--- src/sv/euler_rotate_offset_position_assert.svh ---
// assertion macros for the euler rotate offset position block
// needs a clock named i_clk and a reset named i_rst_n in the using module
`ifndef EULER_ROTATE_OFFSET_POSITION_ASSERT_SVH
`define EULER_ROTATE_OFFSET_POSITION_ASSERT_SVH

// check that holds outside reset
`define EROP_ASSERT(label, ante, cons) \
    label: assert property (@(posedge i_clk) disable iff (!i_rst_n) (ante) |-> (cons)) \
        else $error("erop assertion failed");

// next-cycle check that holds outside reset
`define EROP_ASSERT_NEXT(label, ante, cons) \
    label: assert property (@(posedge i_clk) disable iff (!i_rst_n) (ante) |=> (cons)) \
        else $error("erop assertion failed");

// next-cycle check that also covers reset
`define EROP_ASSERT_RST(label, ante, cons) \
    label: assert property (@(posedge i_clk) (ante) |=> (cons)) \
        else $error("erop assertion failed");

`endif

--- src/sv/erop_pkg.sv ---
// shared types, constants and the cordic arctangent table
// no dependencies
`default_nettype none

package erop_pkg;

    localparam int CORDIC_STAGES_DEF = 16;
    localparam int CORDIC_STAGES_MAX = 24;

    localparam int POS_W  = 24;
    localparam int ANG_W  = 16;
    localparam int TRIG_W = 27;
    localparam int ZW     = 33;
    localparam int VEC_W  = 34;

    localparam logic signed [16:0] FULL_TURN    = 17'sd23040;
    localparam logic signed [16:0] HALF_TURN    = 17'sd11520;
    localparam logic signed [16:0] QUARTER_TURN = 17'sd5760;
    localparam logic signed [TRIG_W-1:0] CORDIC_GAIN = 27'sd10188013;

    typedef enum logic [2:0] {
        REG_BIAS_X   = 3'd0,
        REG_BIAS_Y   = 3'd1,
        REG_BIAS_Z   = 3'd2,
        REG_OFFSET_X = 3'd3,
        REG_OFFSET_Y = 3'd4,
        REG_OFFSET_Z = 3'd5
    } t_reg_idx;

    typedef struct packed {
        logic                    glove_present;
        logic signed [ANG_W-1:0] angle_x;
        logic signed [ANG_W-1:0] angle_y;
        logic signed [ANG_W-1:0] angle_z;
        logic signed [POS_W-1:0] center_x;
        logic signed [POS_W-1:0] center_y;
        logic signed [POS_W-1:0] center_z;
    } t_in;

    typedef struct packed {
        logic signed [POS_W-1:0] pos_x;
        logic signed [POS_W-1:0] pos_y;
        logic signed [POS_W-1:0] pos_z;
        logic                    saturated;
    } t_out;

    // sine and cosine of one angle
    typedef struct packed {
        logic signed [TRIG_W-1:0] s;
        logic signed [TRIG_W-1:0] c;
    } t_trig;

    // atan(2^-i) in 2^-24 degree
    function automatic logic signed [ZW-1:0] atan_q24(input int i);
        logic signed [ZW-1:0] v;
        case (i)
            0:  v = 33'sd754974720;
            1:  v = 33'sd445687602;
            2:  v = 33'sd235489089;
            3:  v = 33'sd119537938;
            4:  v = 33'sd60000934;
            5:  v = 33'sd30029717;
            6:  v = 33'sd15018523;
            7:  v = 33'sd7509720;
            8:  v = 33'sd3754917;
            9:  v = 33'sd1877466;
            10: v = 33'sd938734;
            11: v = 33'sd469367;
            12: v = 33'sd234684;
            13: v = 33'sd117342;
            14: v = 33'sd58671;
            15: v = 33'sd29335;
            16: v = 33'sd14668;
            17: v = 33'sd7334;
            18: v = 33'sd3667;
            19: v = 33'sd1833;
            20: v = 33'sd917;
            21: v = 33'sd458;
            22: v = 33'sd229;
            23: v = 33'sd115;
            default: v = '0;
        endcase
        return v;
    endfunction

endpackage

`default_nettype wire

--- src/sv/erop_cordic.sv ---
// pipelined sine/cosine: angle fold stage then one register per cordic stage
// depends on erop_pkg
`default_nettype none

module erop_cordic #(
    parameter int CORDIC_STAGES = erop_pkg::CORDIC_STAGES_DEF
) (
    input  wire                                     i_clk,
    input  wire                                     i_en,
    input  wire logic signed [erop_pkg::ANG_W-1:0]  i_angle,
    output erop_pkg::t_trig                         o_trig
);

    localparam int N = CORDIC_STAGES;

    logic signed [16:0]                a_half;
    logic signed [16:0]                a_fold;
    logic                              a_flip;
    logic signed [13:0]                a_q;
    logic signed [erop_pkg::ZW-1:0]    z_init;

    logic signed [erop_pkg::TRIG_W-1:0] r_x [N+1];
    logic signed [erop_pkg::TRIG_W-1:0] r_y [N+1];
    logic signed [erop_pkg::ZW-1:0]     r_z [N+1];
    logic                               r_f [N+1];

    // fold to [-180,180) then to [-90,90]
    always_comb begin
        a_half = 17'(i_angle);
        if (a_half >= erop_pkg::HALF_TURN) begin
            a_half = a_half - erop_pkg::FULL_TURN;
        end else if (a_half < -erop_pkg::HALF_TURN) begin
            a_half = a_half + erop_pkg::FULL_TURN;
        end
        a_fold = a_half;
        a_flip = 1'b0;
        if (a_half > erop_pkg::QUARTER_TURN) begin
            a_fold = a_half - erop_pkg::HALF_TURN;
            a_flip = 1'b1;
        end else if (a_half < -erop_pkg::QUARTER_TURN) begin
            a_fold = a_half + erop_pkg::HALF_TURN;
            a_flip = 1'b1;
        end
        a_q    = a_fold[13:0];
        z_init = erop_pkg::ZW'(a_q) <<< 18;
    end

    // fold stage register
    always_ff @(posedge i_clk) begin
        if (i_en) begin
            r_x[0] <= erop_pkg::CORDIC_GAIN;
            r_y[0] <= '0;
            r_z[0] <= z_init;
            r_f[0] <= a_flip;
        end
    end

    // rotation stages, one micro-rotation each
    for (genvar i = 0; i < N; i++) begin : g_stage
        always_ff @(posedge i_clk) begin
            if (i_en) begin
                r_f[i+1] <= r_f[i];
                if (!r_z[i][erop_pkg::ZW-1]) begin
                    r_x[i+1] <= r_x[i] - (r_y[i] >>> i);
                    r_y[i+1] <= r_y[i] + (r_x[i] >>> i);
                    r_z[i+1] <= r_z[i] - erop_pkg::atan_q24(i);
                end else begin
                    r_x[i+1] <= r_x[i] + (r_y[i] >>> i);
                    r_y[i+1] <= r_y[i] - (r_x[i] >>> i);
                    r_z[i+1] <= r_z[i] + erop_pkg::atan_q24(i);
                end
            end
        end
    end

    // undo the half-turn fold
    assign o_trig.s = r_f[N] ? -r_y[N] : r_y[N];
    assign o_trig.c = r_f[N] ? -r_x[N] : r_x[N];

endmodule

`default_nettype wire

--- config.mk ---
export PLATFORM = sky130hd
export DESIGN_NAME = erop_cordic
export DESIGN_NICKNAME = d
export VERILOG_FILES = /design/src/sv/euler_rotate_offset_position_assert.svh /design/src/sv/erop_pkg.sv /design/src/sv/erop_cordic.sv
export SDC_FILE = /design/constraint.sdc
export NUM_CORES = 2
export LEC_CHECK = 0
export ABC_AREA = 1
export BUFFER_PORTS_ARGS = -buffer_cell sky130_fd_sc_hd__buf_2
export CAP_MARGIN = 20
export CELL_PAD_IN_SITES_DETAIL_PLACEMENT = 2
export CELL_PAD_IN_SITES_GLOBAL_PLACEMENT = 2
export CORE_MARGIN = 8
export CORE_UTILIZATION = 45
export CTS_BUF_LIST = sky130_fd_sc_hd__clkbuf_8
export DETAILED_ROUTE_END_ITERATION = 8
export PLACE_DENSITY = 0.95
export RECOVER_POWER = 100
export SLEW_MARGIN = 25
export SYNTH_ARGS = -nofsm -noshare
export SYNTH_HDL_FRONTEND = slang
export SYNTH_SLANG_ARGS = --single-unit
--- constraint.sdc ---
create_clock -name i_clk -period 8.8 [get_ports i_clk]
set_clock_uncertainty 0.1 [all_clocks]
set_input_delay 1.76 -clock i_clk [delete_from_list [all_inputs] [get_ports i_clk]]
set_output_delay 1.76 -clock i_clk [all_outputs]
set_load 0.05 [all_outputs]
==> impl_metrics.py <==
metrics = {
    "outcome": {
        "outcome": "finished, violations left",
        "violations": "max-capacitance violations, max-slew violations",
    },
    "sta": {
        "holdWs_ns": 0.332,
        "drv_slew": 1136,
        "worst_pin_slew_ns": 4.93,
        "fmax_mhz": 128,
        "period_minus_slack_ns": 7.84,
        "hold_viol": 0,
        "rsz0062_at_grt": "false",
        "finalSetupViolations": 0,
        "slew_headroom_pct": -229,
        "finalSetupTns_ns": 0,
        "min_period_over_period_pct": 89.1,
    },
    "cts": {
        "cts_tree": "yes",
        "cts_resized": 0,
        "clockRootBuffer": "clkbuf_8",
        "clockBufferDepth": 3,
        "clkSinkCount": 1250,
        "htreeDepth": 4,
        "hold_buffers": 0,
        "insertion_delay_ns": 1.08,
        "cts_made_buffers": 236,
        "clkTransAtPathRegs_ns": 0.06,
        "cts_setup_buffers": 0,
    },
    "setup_path": {
        "worstPathCellList": "buf_12, nand2_1, clkbuf_1, inv_1, a31oi_1, xor2_1, inv_1, ha_1, nand2_1, nor3_1, nand3_1, nand3_1, a21boi_0, o21ai_0, nand4_1, nand2_1, xor2_1",
        "crit_path_max_fanout": 104,
        "cp_slowest_cell": "clkbuf_1",
        "worst_setup_path_end_kind": "flip-flop",
        "cp_num_buf_inv": 4,
        "cp_common_cell": "nand2_1",
        "crit_arrival_ns": 8.61,
        "cp.required_ns": 9.57,
        "r2r-end": "r_x[9][22]",
        "worstSetupPathType": "in2reg",
        "r2r_start": "r_z[8][32]",
        "ff2ff_setup_slack_ns": 1.62,
        "crit_family": "buffers and inverters",
        "max_stage_delay_ns": 1.61,
        "critPathLaunchType": "input port",
        "r2r_cells": 13,
    },
    "die": {
        "std_cell_rows": 180,
        "dieArea_mm2": 0.258,
        "die_h_um": 508,
        "die_w_um": 508,
        "io_pins": 72,
        "start_util_pct": 45.2,
        "core_area_mm2": 0.241,
    },
    "grt": {
        "grt_pass1_wl_um": 769000,
        "gr-usage-all-layers_pct": 37.9,
        "grt_max_degree": 137,
        "gr-total-overflow": 0,
        "grt_pass1_vias": 121355,
        "grt_antenna_before_repair": 11,
    },
    "placement": {
        "gp_congestion": 0.935,
        "hpwl_um": 357000,
        "numPortBuffers": 71,
    },
    "flow_run": {
        "drv_cap": 23,
    },
    "synthesis": {
        "yosysSeqAreaShare_pct": 34.5,
        "async_reset_ff_share_pct": 0,
        "yosysTopAreaCellShare_pct": 34.5,
        "synth_top_area_cell": "edfxtp_1",
        "synth_edf_count": 1250,
        "synthCells": 13086,
        "synth_area_leaders": "edfxtp_1, ha_1, xor2_1, nand2_1, a21oi_1",
        "synth_area_mm2": 0.109,
        "synthFlopType": "edfxtp_1",
        "ys_ff_latch": 1250,
        "syn_avg_cell_area_um2": 8.31,
        "yosys_warnings": 0,
        "synth_cell_types": 65,
    },
    "finish": {
        "area_growth_pct": 7.93,
        "nets": 14635,
        "fillCellCount": 26753,
        "layout_common_cells": "nand2_1, inv_1, a21oi_1",
        "final_common_cell": "nand2_1",
        "drive_gt1_share_pct": 3.16,
    },
    "route": {
        "avgRoutedWirePerCell_um": 30.5,
        "dr.pass1.iters": 5,
        "vias_per_cell": 6.39,
        "ant_nets": 0,
        "vias": 106868,
        "wirelength_um": 511000,
        "drt-initial-drc-count": 8084,
        "drc": 0,
    },
    "hold_path": {
        "hold_class": "reg2reg",
        "hp-start": "r_f[0][11]",
        "min_to": "r_f[0][12]",
        "holdPathStages": 0,
    },
}
[synthesized netlist by cell type (86+ instances only)]
cell and number:
a21o_1 90, a21oi_1 1409, a31oi_1 90, edfxtp_1 1250
ha_1 1226, inv_1 1389, nand2_1 2407, nand3_1 425
nand4_1 109, nor2_1 1142, nor3_1 287, nor4_1 123
o21a_1 86, o21ai_0 725, xnor2_1 525, xor2_1 1033
[per-stage QoR]
| stage | util [%] | area, um2 | std cells | worst slack (ns) |
|---|---|---|---|---|
| after floorplan | - | 109000 | 13090 | 3.30 |
| after global placement | 47.0 | 113000 | 16296 | 2.00 |
| after detailed placement | 47.0 | 113000 | 16296 | 1.48 |
| after CTS | 48.9 | 118000 | 16720 | 2.27 |
| after global routing | 48.8 | 117000 | 16723 | 0.863 |
| final | 48.8 | 117000 | 16726 | 0.962 |
[flip-flops by register name, indices dropped and copies added (netlist names)]
name  flops
r_f      17
r_y     405
r_x     397
r_z     431
[metal layers]
metal | routed length (um) | vias to the layer above | track usage, %
li1 | - | 45783 | -
met1 | 185000 | 53900 | 40.2
met2 | 260000 | 4833 | 69.8
met3 | 26500 | 2338 | 5.94
met4 | 39300 | 14 | 24.2
met5 | 102 | - | 0
[worst max path at each step]
stage	from	to	slack (ns)	depth (start not counted)
after CTS	i_en	r_y[15][22]	2.27	19
after floorplan	i_en	r_x[4][19]	3.30	19
after global placement	i_en	r_y[13][20]	2.00	18
after global routing	i_en	r_y[5][23]	0.86	17
final	i_en	r_y[5][23]	0.96	17
after detailed placement	i_en	r_y[15][22]	1.48	19
[cell families after synthesis]
family | synth area share [%]
compound gates | 15.0
xor+xnor | 12.8
fa+ha+maj | 14.9
buf+inv | 5.24
flops | 34.5
other cells | 0.00691
simple gates | 17.6
[cell type report]
| type | count | area (um2) | area share (%) |
|---|---|---|---|
| multi-input cells | 10334 | 65400 | 55.7 |
| clock buffers | 239 | 3290 | 2.80 |
| clock inverters | 185 | 1280 | 1.09 |
| inverters | 1407 | 5280 | 4.50 |
| diodes | 6 | 15.0 | 0.0128 |
| well taps | 3185 | 3990 | 3.40 |
| repair buffers | 120 | 556 | 0.473 |
| flip-flops and latches | 1250 | 37500 | 32.0 |
Power is not shown: default switching activity piles up to over one toggle a cycle in this logic, so the estimate is an artifact.
